==> config.mk <==
export PLATFORM = sky130hd
export DESIGN_NAME = escape_char_decoder_core
export DESIGN_NICKNAME = d
export VERILOG_FILES = /design/src/sv/ecd_pkg.sv /design/src/sv/ecd_in_stage.sv /design/src/sv/ecd_step.sv /design/src/sv/ecd_out_stage.sv /design/src/sv/escape_char_decoder_core.sv
export SDC_FILE = /design/constraint.sdc
export NUM_CORES = 1
export LEC_CHECK = 0
export BUFFER_PORTS_ARGS = -buffer_cell sky130_fd_sc_hd__buf_4
export CAP_MARGIN = 30
export CORE_ASPECT_RATIO = 0.9
export CORE_UTILIZATION = 35
export CTS_BUF_LIST = sky130_fd_sc_hd__clkbuf_4 sky130_fd_sc_hd__clkbuf_8
export DETAILED_ROUTE_END_ITERATION = 16
export PLACE_DENSITY = 0.59
export SLEW_MARGIN = 20
export SYNTH_ARGS = -nofsm -noshare
export SYNTH_HDL_FRONTEND = slang
export SYNTH_HIERARCHICAL = 1
export SYNTH_SLANG_ARGS = --single-unit
export TNS_END_PERCENT = 5
==> constraint.sdc <==
create_clock -name clk -period 4.6 [get_ports clk]
set_input_delay 0.23 -clock clk [delete_from_list [all_inputs] [get_ports clk]]
set_output_delay 0.23 -clock clk [all_outputs]
set_load 0.05 [all_outputs]
==> src/sv/ecd_pkg.sv <==
// Types, codes and helper functions of the escape character decoder.
// Depends on nothing; imported by every module of the block.
`default_nettype none

package ecd_pkg;

  // Token parse phase.
  typedef enum logic [2:0] {
    PH_START = 3'd0,
    PH_ESC   = 3'd1,
    PH_HOLD  = 3'd2,
    PH_HEX   = 3'd3,
    PH_OCT   = 3'd4,
    PH_OTHER = 3'd5,
    PH_ERR   = 3'd6
  } phase_t;

  // Result status codes.
  localparam logic [2:0] ST_OK        = 3'd0;
  localparam logic [2:0] ST_EMPTY     = 3'd1;
  localparam logic [2:0] ST_BAD_VALUE = 3'd2;
  localparam logic [2:0] ST_IMPROPER  = 3'd3;
  localparam logic [2:0] ST_EMPTY_ESC = 3'd4;
  localparam logic [2:0] ST_EXTRA     = 3'd5;

  // Character codes.
  localparam logic [7:0] CH_SPACE  = 8'h20;
  localparam logic [7:0] CH_BSLASH = 8'h5C;
  localparam logic [7:0] CH_X      = 8'h78;
  localparam logic [7:0] CH_ZERO   = 8'h30;
  localparam logic [7:0] CH_NINE   = 8'h39;

  localparam logic [7:0] MAX_CODE_RESET = 8'hFF;
  localparam logic [4:0] HEX_INVALID    = 5'd16;

  // One request of the input channel.
  typedef struct packed {
    logic [7:0] ch;
    logic       last;
    logic       empty_req;
  } item_t;

  // Token state carried from one character to the next.
  typedef struct packed {
    phase_t     phase;
    logic [7:0] accum;
    logic [2:0] err_code;
    logic [7:0] held_char;
    logic [1:0] nonspace_count;
  } tok_state_t;

  localparam tok_state_t TOK_STATE_RESET = '{
    phase:          PH_START,
    accum:          8'd0,
    err_code:       ST_OK,
    held_char:      CH_SPACE,
    nonspace_count: 2'd0
  };

  // One result of the step logic.
  typedef struct packed {
    logic       vld;
    logic [7:0] value;
    logic [2:0] status;
  } result_t;

  // Simple escapes; bit 8 set means the character is one.
  function automatic logic [8:0] simple_escape(input logic [7:0] c);
    logic [8:0] r;
    begin
      case (c)
        8'h61:   r = {1'b1, 8'd7};   // a
        8'h62:   r = {1'b1, 8'd8};   // b
        8'h66:   r = {1'b1, 8'd12};  // f
        8'h6E:   r = {1'b1, 8'd10};  // n
        8'h72:   r = {1'b1, 8'd13};  // r
        8'h74:   r = {1'b1, 8'd9};   // t
        8'h76:   r = {1'b1, 8'd11};  // v
        8'h5C:   r = {1'b1, 8'd92};  // backslash
        8'h22:   r = {1'b1, 8'd34};  // double quote
        8'h27:   r = {1'b1, 8'd39};  // single quote
        8'h3F:   r = {1'b1, 8'd63};  // question mark
        8'h24:   r = {1'b1, 8'd36};  // dollar
        default: r = 9'd0;
      endcase
      return r;
    end
  endfunction

  // Hex digit value, or HEX_INVALID for anything that is not a hex digit.
  function automatic logic [4:0] hex_value(input logic [7:0] c);
    logic [7:0] d;
    begin
      if (c >= CH_ZERO && c <= CH_NINE) begin
        d = c - CH_ZERO;
      end else if (c >= 8'h61 && c <= 8'h66) begin
        d = c - 8'h57;
      end else if (c >= 8'h41 && c <= 8'h46) begin
        d = c - 8'h37;
      end else begin
        d = {3'd0, HEX_INVALID};
      end
      return d[4:0];
    end
  endfunction

endpackage

`default_nettype wire

==> src/sv/ecd_in_stage.sv <==
// Input register of the escape character decoder: holds one request.
// Depends on ecd_pkg.
`default_nettype none

module ecd_in_stage
  import ecd_pkg::*;
(
  input  wire logic  clk,
  input  wire logic  rst_n,
  input  wire logic  in_valid,
  output logic       in_ready,
  input  wire item_t item_i,
  input  wire logic  take,
  output logic       vld_o,
  output item_t      item_o
);

  logic  vld_r;
  logic  vld_nxt;
  item_t item_r;

  // Room when empty or when the held request leaves this cycle.
  assign in_ready = !vld_r || take;
  assign vld_nxt  = (in_valid && in_ready) || (vld_r && !take);

  always_ff @(posedge clk) begin
    if (!rst_n) begin
      vld_r <= 1'b0;
    end else begin
      vld_r <= vld_nxt;
    end
  end

  // Payload needs no reset.
  always_ff @(posedge clk) begin
    if (in_valid && in_ready) begin
      item_r <= item_i;
    end
  end

  assign vld_o  = vld_r;
  assign item_o = item_r;

endmodule

`default_nettype wire

==> src/sv/ecd_step.sv <==
// Per-character step of the escape character decoder: next token state
// and the result at token end. Depends on ecd_pkg.
`default_nettype none

module ecd_step
  import ecd_pkg::*;
(
  input  wire tok_state_t st_i,
  input  wire item_t      item_i,
  input  wire logic [7:0] max_code,
  output tok_state_t      st_o,
  output result_t         res_o
);

  always_comb begin
    tok_state_t  nxt;
    result_t     res;
    logic [8:0]  esc;
    logic [7:0]  dig;
    logic        is_digit;
    logic [4:0]  hexv;
    logic [11:0] hex_acc;
    logic [11:0] oct_acc;
    logic [11:0] max_ext;
    logic [7:0]  c;

    c        = item_i.ch;
    nxt      = st_i;
    res      = '0;
    esc      = simple_escape(c);
    dig      = c - CH_ZERO;
    is_digit = (c >= CH_ZERO) && (c <= CH_NINE);
    hexv     = hex_value(c);
    hex_acc  = {st_i.accum, 4'h0} + {8'd0, hexv[3:0]};
    oct_acc  = {1'b0, st_i.accum, 3'd0} + {9'd0, dig[2:0]};
    max_ext  = {4'd0, max_code};

    // Advance the token state by one character.
    if (!item_i.empty_req) begin
      case (st_i.phase)
        PH_START: begin
          if (c == CH_BSLASH) begin
            nxt.phase = PH_ESC;
          end else if (item_i.last) begin
            nxt.held_char = c;
            nxt.phase     = PH_HOLD;
          end else begin
            nxt.phase    = PH_ERR;
            nxt.err_code = ST_EXTRA;
          end
        end
        PH_ESC: begin
          if (esc[8]) begin
            nxt.held_char = esc[7:0];
            nxt.phase     = PH_HOLD;
          end else if (c == CH_X) begin
            if (item_i.last) begin
              nxt.phase    = PH_ERR;
              nxt.err_code = ST_EMPTY_ESC;
            end else begin
              nxt.accum = 8'd0;
              nxt.phase = PH_HEX;
            end
          end else if (is_digit) begin
            if (dig[3] || dig > max_code) begin
              nxt.phase    = PH_ERR;
              nxt.err_code = ST_BAD_VALUE;
            end else begin
              nxt.accum = dig;
              nxt.phase = PH_OCT;
            end
          end else begin
            nxt.held_char      = c;
            nxt.nonspace_count = (c != CH_SPACE) ? 2'd1 : 2'd0;
            nxt.phase          = PH_OTHER;
          end
        end
        PH_HEX: begin
          if (hexv[4] || hex_acc > max_ext) begin
            nxt.phase    = PH_ERR;
            nxt.err_code = ST_BAD_VALUE;
          end else begin
            nxt.accum = hex_acc[7:0];
          end
        end
        PH_OCT: begin
          if (!is_digit) begin
            nxt.phase    = PH_ERR;
            nxt.err_code = ST_IMPROPER;
          end else if (dig[3] || oct_acc > max_ext) begin
            nxt.phase    = PH_ERR;
            nxt.err_code = ST_BAD_VALUE;
          end else begin
            nxt.accum = oct_acc[7:0];
          end
        end
        PH_OTHER: begin
          if (c != CH_SPACE) begin
            if (st_i.nonspace_count == 2'd0) begin
              nxt.held_char = c;
            end
            if (st_i.nonspace_count != 2'd2) begin
              nxt.nonspace_count = st_i.nonspace_count + 2'd1;
            end
          end
        end
        default: begin
          // Held character and decided errors ignore further characters.
        end
      endcase
    end

    // Report at token end and start a fresh token.
    if (item_i.empty_req || item_i.last) begin
      res.vld    = 1'b1;
      res.status = ST_OK;
      res.value  = CH_SPACE;
      if (item_i.empty_req) begin
        res.status = ST_EMPTY;
      end else begin
        case (nxt.phase)
          PH_HOLD:  res.value = nxt.held_char;
          PH_HEX:   res.value = nxt.accum;
          PH_OCT:   res.value = nxt.accum;
          PH_OTHER: begin
            if (nxt.nonspace_count == 2'd1) begin
              res.value = nxt.held_char;
            end else begin
              res.status = ST_IMPROPER;
            end
          end
          PH_ESC:   res.status = ST_EMPTY_ESC;
          PH_ERR:   res.status = nxt.err_code;
          default:  res.status = ST_EMPTY;
        endcase
      end
      if (res.status != ST_OK) begin
        res.value = CH_SPACE;
      end
      nxt = TOK_STATE_RESET;
    end

    st_o  = nxt;
    res_o = res;
  end

endmodule

`default_nettype wire

==> src/sv/ecd_out_stage.sv <==
// Result register of the escape character decoder.
// Depends on ecd_pkg.
`default_nettype none

module ecd_out_stage
  import ecd_pkg::*;
(
  input  wire logic    clk,
  input  wire logic    rst_n,
  input  wire logic    load,
  input  wire result_t res_i,
  output logic         can_take,
  output logic         out_valid,
  input  wire logic    out_ready,
  output logic [7:0]   out_value,
  output logic [2:0]   out_status
);

  logic       vld_r;
  logic       vld_nxt;
  logic [7:0] value_r;
  logic [2:0] status_r;
  logic       load_res;

  // The register can be refilled when empty or drained this cycle.
  assign can_take = !vld_r || out_ready;
  assign load_res = load && res_i.vld;
  assign vld_nxt  = load_res || (vld_r && !out_ready);

  always_ff @(posedge clk) begin
    if (!rst_n) begin
      vld_r <= 1'b0;
    end else begin
      vld_r <= vld_nxt;
    end
  end

  always_ff @(posedge clk) begin
    if (load_res) begin
      value_r  <= res_i.value;
      status_r <= res_i.status;
    end
  end

  assign out_valid  = vld_r;
  assign out_value  = value_r;
  assign out_status = status_r;

endmodule

`default_nettype wire

==> src/sv/escape_char_decoder_core.sv <==
// Escape character decoder: takes the characters of a token one request per
// cycle unless the result register is full and stalled, and returns one
// character code with a status when the token ends. The token state is
// updated between the input register and the result register; the request
// that ends a token is registered in the input register, its result then in
// the result register, and it waits only while the result channel stalls.
// max_code is written through cfg_wr_en/cfg_wr_data and resets to 255.
// Depends on ecd_pkg, ecd_in_stage, ecd_step and ecd_out_stage.
`default_nettype none

module escape_char_decoder_core
  import ecd_pkg::*;
(
  input  wire logic       clk,
  input  wire logic       rst_n,
  input  wire logic       in_valid,
  output logic            in_ready,
  input  wire logic [7:0] in_ch,
  input  wire logic       in_last,
  input  wire logic       in_empty_req,
  output logic            out_valid,
  input  wire logic       out_ready,
  output logic [7:0]      out_value,
  output logic [2:0]      out_status,
  input  wire logic       cfg_wr_en,
  input  wire logic [7:0] cfg_wr_data
);

  item_t      in_item;
  item_t      held_item;
  logic       held_vld;
  logic       can_take;
  logic       fire;
  tok_state_t tok_r;
  tok_state_t tok_nxt;
  result_t    res;
  logic [7:0] max_code_r;

  assign in_item = '{ch: in_ch, last: in_last, empty_req: in_empty_req};

  // Input register.
  ecd_in_stage u_in_stage (
    .clk      (clk),
    .rst_n    (rst_n),
    .in_valid (in_valid),
    .in_ready (in_ready),
    .item_i   (in_item),
    .take     (fire),
    .vld_o    (held_vld),
    .item_o   (held_item)
  );

  // A held request is processed when the result register has room.
  assign fire = held_vld && can_take;

  ecd_step u_step (
    .st_i     (tok_r),
    .item_i   (held_item),
    .max_code (max_code_r),
    .st_o     (tok_nxt),
    .res_o    (res)
  );

  // Token state and configuration register.
  always_ff @(posedge clk) begin
    if (!rst_n) begin
      tok_r      <= TOK_STATE_RESET;
      max_code_r <= MAX_CODE_RESET;
    end else begin
      if (fire) begin
        tok_r <= tok_nxt;
      end
      if (cfg_wr_en) begin
        max_code_r <= cfg_wr_data;
      end
    end
  end

  // Result register.
  ecd_out_stage u_out_stage (
    .clk        (clk),
    .rst_n      (rst_n),
    .load       (fire),
    .res_i      (res),
    .can_take   (can_take),
    .out_valid  (out_valid),
    .out_ready  (out_ready),
    .out_value  (out_value),
    .out_status (out_status)
  );

endmodule

`default_nettype wire

==> flow_metrics.env, run 1 <==
export IMPL_n_antenna_cell=0
export IMPL_area_delta_synth_final_pct=12.0
export IMPL_synthTopCellsByArea="dfxtp_1 13%, edfxtp_1 12%, ha_1 7.9%, a21oi_1 4.5%, nand2_1 4.3%"
export IMPL_fill_cells=1453
export IMPL_grt_pass1_wl_um=26300
export IMPL_critical_path_class="flip-flop to flip-flop"
export IMPL_cp_slowest_cell="edfxtp_1"
export IMPL_ant_nets=0
export IMPL_setup_slack_ns=0.184
export IMPL_synth_ff_type="dfxtp_1"
export IMPL_cts_made_buffers=5
export IMPL_syn_num_nets=681
export IMPL_syn_area_um2=5080
export IMPL_worstPathArrival_ns=4.52
export IMPL_ir_drop_uv=186
export IMPL_hp_class="input port to flip-flop"
export IMPL_drv_cap=0
export IMPL_cts_max_path_buffers=2
export IMPL_slowest_delay_ns=0.48
export IMPL_root_buffer="clkbuf_8"
export IMPL_die_y_um=116
export IMPL_clock_insertion_delay_worst_skew_ns=0.35
export IMPL_synth_seq_cells=55
export IMPL_async_flop_share_pct=0
export IMPL_core_um2=14100
export IMPL_synth_top_area_cell="dfxtp_1"
export IMPL_skew_ns=0.0152
export IMPL_wirelength_um=16300
export IMPL_powerDensity_nw_per_um2=203
export IMPL_cts_tree="yes"
export IMPL_fmaxAchievable_ghz=0.226
export IMPL_cp_cell_sequence="buf_4, nor4_2, nand4_1, a221oi_4, o21ai_0, a22oi_1, ha_1, and2_1, o21ai_1, a221o_1, nand3_1, a22o_1, or3_1, or2_1, a221o_1, a311o_1"
export IMPL_yosys_warnings=6
export IMPL_place_worst_setup_slack_ns=0.119
export IMPL_critPathCapture="u_out_stage/out_value[5]$_DFFE_PP_"
export IMPL_syn_area_per_cell_um2=8.12
export IMPL_wl_per_cell_um=19.2
export IMPL_port_buffer_count=35
export IMPL_drv_slew=0
export IMPL_crit_path_start_kind="flip-flop"
export IMPL_crit_path_frequent_cell="a221o_1"
export IMPL_synthTopCellsByCount="58 x nand2_1, 52 x nor2_1, 46 x a21oi_1"
export IMPL_crit_path_start="u_in_stage/item_o[7]$_DFFE_PP_"
export IMPL_dp_hpwl_um=12300
export IMPL_grt_pass1_vias=4804
export IMPL_synth_edf_count=21
export IMPL_fin_crit_sh_pct=96.0
export IMPL_yosysSeqAreaShare_pct=25.8
export IMPL_cts_clk_slew_worst_paths_ns=0.10
export IMPL_cts_htree_levels=2
export IMPL_relSlewSlack_pct=39.9
export IMPL_setup_viol=0
export IMPL_viasPerCell=6.01
export IMPL_hold_buffers=0
export IMPL_ys_types=89
export IMPL_finalHoldViolations=0
export IMPL_r2r_cells=16
export IMPL_place_congestion=0.967
export IMPL_yosysMostFrequentCell="nand2_1"
export IMPL_seqCellArea_um2=1310
export IMPL_timing_rr_start="u_in_stage/item_o[7]$_DFFE_PP_"
export IMPL_grt_usage_pct=22.9
export IMPL_rrSetupSlack_ns=0.18
export IMPL_drive_gt1_share_pct=20.8
export IMPL_synth_top_cell_area_share_pct=13.4
export IMPL_io_pins=36
export IMPL_drc=0
export IMPL_nets=708
export IMPL_clock_sinks=55
export IMPL_holdWs_ns=0.0615
export IMPL_dieArea_um2=15000
export IMPL_die_w_um=129
export IMPL_grt_start_max_net_pins=58
export IMPL_rr_endpoint="u_out_stage/out_value[5]$_DFFE_PP_"
export IMPL_crit_fanout=5
export IMPL_grt_overflow=0
export IMPL_syn_inst=626
export IMPL_worst_pin_slew_ns=0.900
export IMPL_power_leakage_nw=2.18
export IMPL_drt_first_iter_violations=460
export IMPL_required_ns=4.71
export IMPL_antenna_found_initial=0
export IMPL_min_period_ns=4.42
export IMPL_num_rows=41
export IMPL_end_kind="flip-flop"
export IMPL_status="finished clean"
export IMPL_drt_pass1_iter_count=7
export IMPL_multi_input_area_um2=3470
export IMPL_start_util_pct=36.0
export IMPL_via_count=5090
-- stage by stage --
step	std cells	TNS, ns	utilization [%]	total power [mW]	area [µm²]
2_1_floorplan	626	0	-	0.764	5080
3_3_place_gp	834	0	39.1	0.849	5520
3_5_place_dp	834	0	39.1	0.852	5520
5_1_grt	847	-0.375	40.3	1.21	5690
4_1_cts	842	0	39.8	1.15	5610
6_report	847	0	40.3	1.15	5690
-- sequential cells by signal (all words and copies together), names as in the netlist --
register	flops
u_out_stage/out_valid	1
tok_r	24
u_out_stage/out_value	8
max_code_r	8
u_out_stage/out_status	3
u_in_stage/item_o	10
u_in_stage/vld_o	1
-- logic make-up after synthesis --
group	count (synthesis)	synth area share, %
AO/OA/AOI/OAI	214	30.5
XOR/XNOR	3	0.517
flip-flops	55	25.8
adder cells (fa/ha/maj)	32	7.88
AND/OR/NAND/NOR	233	24.5
buffers and inverters	68	6.47
multiplexers	21	4.26
-- power breakdown --
group | internal (mW) | switching, mW | leakage, nW
Clock | 0.116 | 0.185 | 0.0452
Combinational | 0.114 | 0.194 | 1.65
Sequential | 0.524 | 0.0219 | 0.485
Total | 0.753 | 0.401 | 2.18
-- worst max-delay path, delay by kind of cell, from the launching register on --
kind	cells	cell delay, ns
adder cells (fa/ha/maj)	1	0.29
buffers and inverters	1	0.18
AO/OA/AOI/OAI	8	1.96
AND/OR/NAND/NOR	6	1.28
flip-flops	1	0.48
-- metal layers --
layer  wire length, µm  track usage [%]
met1              7290             31.0
met2              7480             36.1
met3              1030             3.34
met4               460             9.88
met5                 0                0
-- cells in the final DEF (no fill, tap or decap), drive strengths merged, types with 4 or more instances in the layout --
cell / synthesis / final
buf: 28 / 62
nand2: 58 / 58
o21ai: 58 / 58
nor2: 53 / 53
a21oi: 46 / 46
dfxtp: 34 / 34
nand4: 32 / 32
ha: 32 / 32
inv: 26 / 27
edfxtp: 21 / 21
mux2i: 16 / 16
a22oi: 15 / 15
nand3: 15 / 15
nor3: 14 / 14
a211oi: 12 / 12
o21a: 11 / 11
nand2b: 10 / 10
and2: 9 / 9
o211ai: 9 / 9
a22o: 7 / 7
or2: 7 / 7
clkbuf: 14 / 6
nor2b: 5 / 5
or3: 5 / 5
mux2: 5 / 5
o32ai: 5 / 5
nand3b: 5 / 5
a21o: 4 / 4
o22ai: 4 / 4
and3: 4 / 4
a31oi: 4 / 4
a21boi: 4 / 4
-- what timing repair did --
| action | in CTS | in global routing |
|---|---|---|
| gates resized for setup | 0 | 15 |
| endpoints found under the setup margin | 0 | 10 |
| buffers inserted | 0 | 4 |
-- layout make-up --
cell class	instances	share of cell area, %
clock inverter	2	0.286
timing repair buffer	62	8.31
clock buffer	6	1.34
multi-input combinational	503	61.1
sequential	55	23.0
inverter	26	1.72
tap	193	4.24
-- worst min path at each step --
stage,start,end,slack (ns),cells after the start
final,in_ch[4],u_in_stage/item_o[6]$_DFFE_PP_,0.06,1
after global routing,in_ch[4],u_in_stage/item_o[6]$_DFFE_PP_,0.04,1
after CTS,in_ch[4],u_in_stage/item_o[6]$_DFFE_PP_,0.06,1
after detailed placement,in_ch[4],u_in_stage/item_o[6]$_DFFE_PP_,0.41,1
after global placement,in_last,u_in_stage/item_o[1]$_DFFE_PP_,0.41,1
after floorplan,in_empty_req,u_in_stage/item_o[0]$_DFFE_PP_,0.33,0
No activity file was read; power rests on OpenSTA's default activity.
==> inputs of run 2 (changes only) <==
Settings changed: CORE_UTILIZATION 35 to 37, PLACE_DENSITY 0.59 to 0.61.
==> run 2 against run 1 <==
Net effect:
- combinational power increased by 3%
- cell count decreased by 2.7%
- clock skew decreased by 0.0045 ns
- setup slack got worse by 0.0043 ns
- register-to-register slack about the same
- count of clock-buffer cells in the layout unchanged
- via count increased by 1.4%
- critical path depth increased by 1
- non-clock buffer count increased by 2
- fmax about the same
- clock power increased by 16%
- largest cell class unchanged
- highest routed layer unchanged
==> flow_metrics.env, run 2 (synthesized netlist as in run 1, its figures left out) <==
export IMPL_status="finished clean"
export IMPL_final_util_pct=42.9
export IMPL_cts_clk_slew_worst_paths_ns=0.11
export IMPL_start_util_pct=38.0
export IMPL_io_pins=36
export IMPL_grt_usage_pct=22.4
export IMPL_dieArea_um2=14200
export IMPL_viasPerCell=6.27
export IMPL_hp_class="input port to flip-flop"
export IMPL_fill_cells=1316
export IMPL_required_ns=4.68
export IMPL_holdWs_ns=0.0695
export IMPL_r2r_cells=17
export IMPL_cts_htree_levels=2
export IMPL_n_antenna_cell=0
export IMPL_cts_tree="yes"
export IMPL_drt_first_iter_violations=551
export IMPL_grt_pass1_wl_um=25400
export IMPL_core_um2=13400
export IMPL_finalHoldViolations=0
export IMPL_worst_pin_slew_ns=0.774
export IMPL_setup_slack_ns=0.180
export IMPL_end_kind="flip-flop"
export IMPL_stdcell_count=824
export IMPL_final_common_cell="buf_4"
export IMPL_critical_path_class="flip-flop to flip-flop"
export IMPL_cts_max_path_buffers=2
export IMPL_clock_insertion_delay_worst_skew_ns=0.33
export IMPL_place_congestion=0.989
export IMPL_die_y_um=113
export IMPL_wirelength_um=16100
export IMPL_via_count=5163
export IMPL_dp_hpwl_um=12000
export IMPL_nets=710
export IMPL_fin_crit_sh_pct=96.1
export IMPL_worstPathArrival_ns=4.50
export IMPL_drc=0
export IMPL_largest_register_ffs=24
export IMPL_relSlewSlack_pct=48.3
export IMPL_power_leakage_nw=2.22
export IMPL_top_register="tok_r"
export IMPL_min_period_ns=4.42
export IMPL_whs_path_depth=1
export IMPL_clock_sinks=55
export IMPL_grt_start_max_net_pins=58
export IMPL_drive_gt1_share_pct=21.2
export IMPL_layout_common_cells="62 x buf_4, 58 x nand2_1, 51 x nor2_1"
export IMPL_crit_fanout=4
export IMPL_ir_drop_uv=135
export IMPL_dp_cells=811
export IMPL_area_delta_synth_final_pct=12.8
export IMPL_fmaxAchievable_ghz=0.226
export IMPL_ant_nets=0
export IMPL_die_w_um=126
export IMPL_num_rows=40
export IMPL_crit_path_start_kind="flip-flop"
export IMPL_cts_made_buffers=5
export IMPL_place_worst_setup_slack_ns=0.0942
export IMPL_root_buffer="clkbuf_8"
export IMPL_antenna_found_initial=0
export IMPL_drt_pass1_iter_count=5
export IMPL_wl_per_cell_um=19.6
export IMPL_skew_ns=0.0107
export IMPL_setup_viol=0
export IMPL_grt_overflow=0
export IMPL_port_buffer_count=35
export IMPL_grt_pass1_vias=4855
export IMPL_powerDensity_nw_per_um2=211
export IMPL_drv_cap=0
export IMPL_drv_slew=0
[run 2: routing by layer]
| layer | routed length, µm | track usage (%) | part of all wire [%] |
|---|---|---|---|
| met2 | 7730 | 38.1 | 48 |
| met5 | 0 | 0 | 0 |
| met3 | 1130 | 3.74 | 7.0 |
| met1 | 6900 | 28.8 | 43 |
| met4 | 369 | 7.24 | 2.3 |
[run 2: final cells by class]
| type | count | area [µm²] | area share (%) |
|---|---|---|---|
| repair buffers | 64 | 492 | 8.58 |
| clock inverters | 2 | 38.8 | 0.676 |
| flip-flops and latches | 55 | 1310 | 22.9 |
| well taps | 168 | 210 | 3.67 |
| multi-input cells | 503 | 3510 | 61.2 |
| inverters | 26 | 97.6 | 1.70 |
| clock buffers | 6 | 76.3 | 1.33 |
[run 2: path summary, 6_finish.rpt]
path | start | endpoint | slack [ns]
min | in_ch[2] | u_in_stage/item_o[4]$_DFFE_PP_ | 0.07
max | u_in_stage/item_o[7]$_DFFE_PP_ | u_out_stage/out_value[5]$_DFFE_PP_ | 0.18
min reg2reg | tok_r[9]$_SDFFE_PN0P_ | tok_r[9]$_SDFFE_PN0P_ | 0.46
max reg2reg | u_in_stage/item_o[7]$_DFFE_PP_ | u_out_stage/out_value[5]$_DFFE_PP_ | 0.18
[run 2: report_power, final]
part	switching [mW]	internal, mW
clock network	0.178	0.171
registers	0.0198	0.524
logic	0.200	0.117
[run 2: critical path, stage by stage (launching register included)]
cell and delay, ns:
edfxtp_1 0.49, buf_4 0.19, nor4_4 0.20, nand4_1 0.21
a221oi_4 0.36, nor2_2 0.10, o21ai_1 0.15, a22o_1 0.18
ha_1 0.24, and2_4 0.17, o21ai_1 0.07, a221o_1 0.17
nand3_2 0.09, a22o_1 0.26, or3_1 0.39, or2_1 0.24
a221o_1 0.32, a311o_1 0.35
[run 2: through the flow]
step / setup TNS (ns) / power, mW / cell area (µm²)
final: 0 / 1.21 / 5730
after global routing: -0.289 / 1.26 / 5730
after CTS: 0 / 1.20 / 5620
after detailed placement: 0 / 0.852 / 5500
after global placement: 0 / 0.847 / 5500
after floorplan: 0 / 0.764 / 5080
[run 2: timing repair]
| action | 4_1_cts | 5_1_grt |
|---|---|---|
| resized for setup | 0 | 19 |
| setup buffers | 0 | 4 |
| endpoints found under the setup margin | 0 | 9 |
| hold buffers | 0 | 0 |
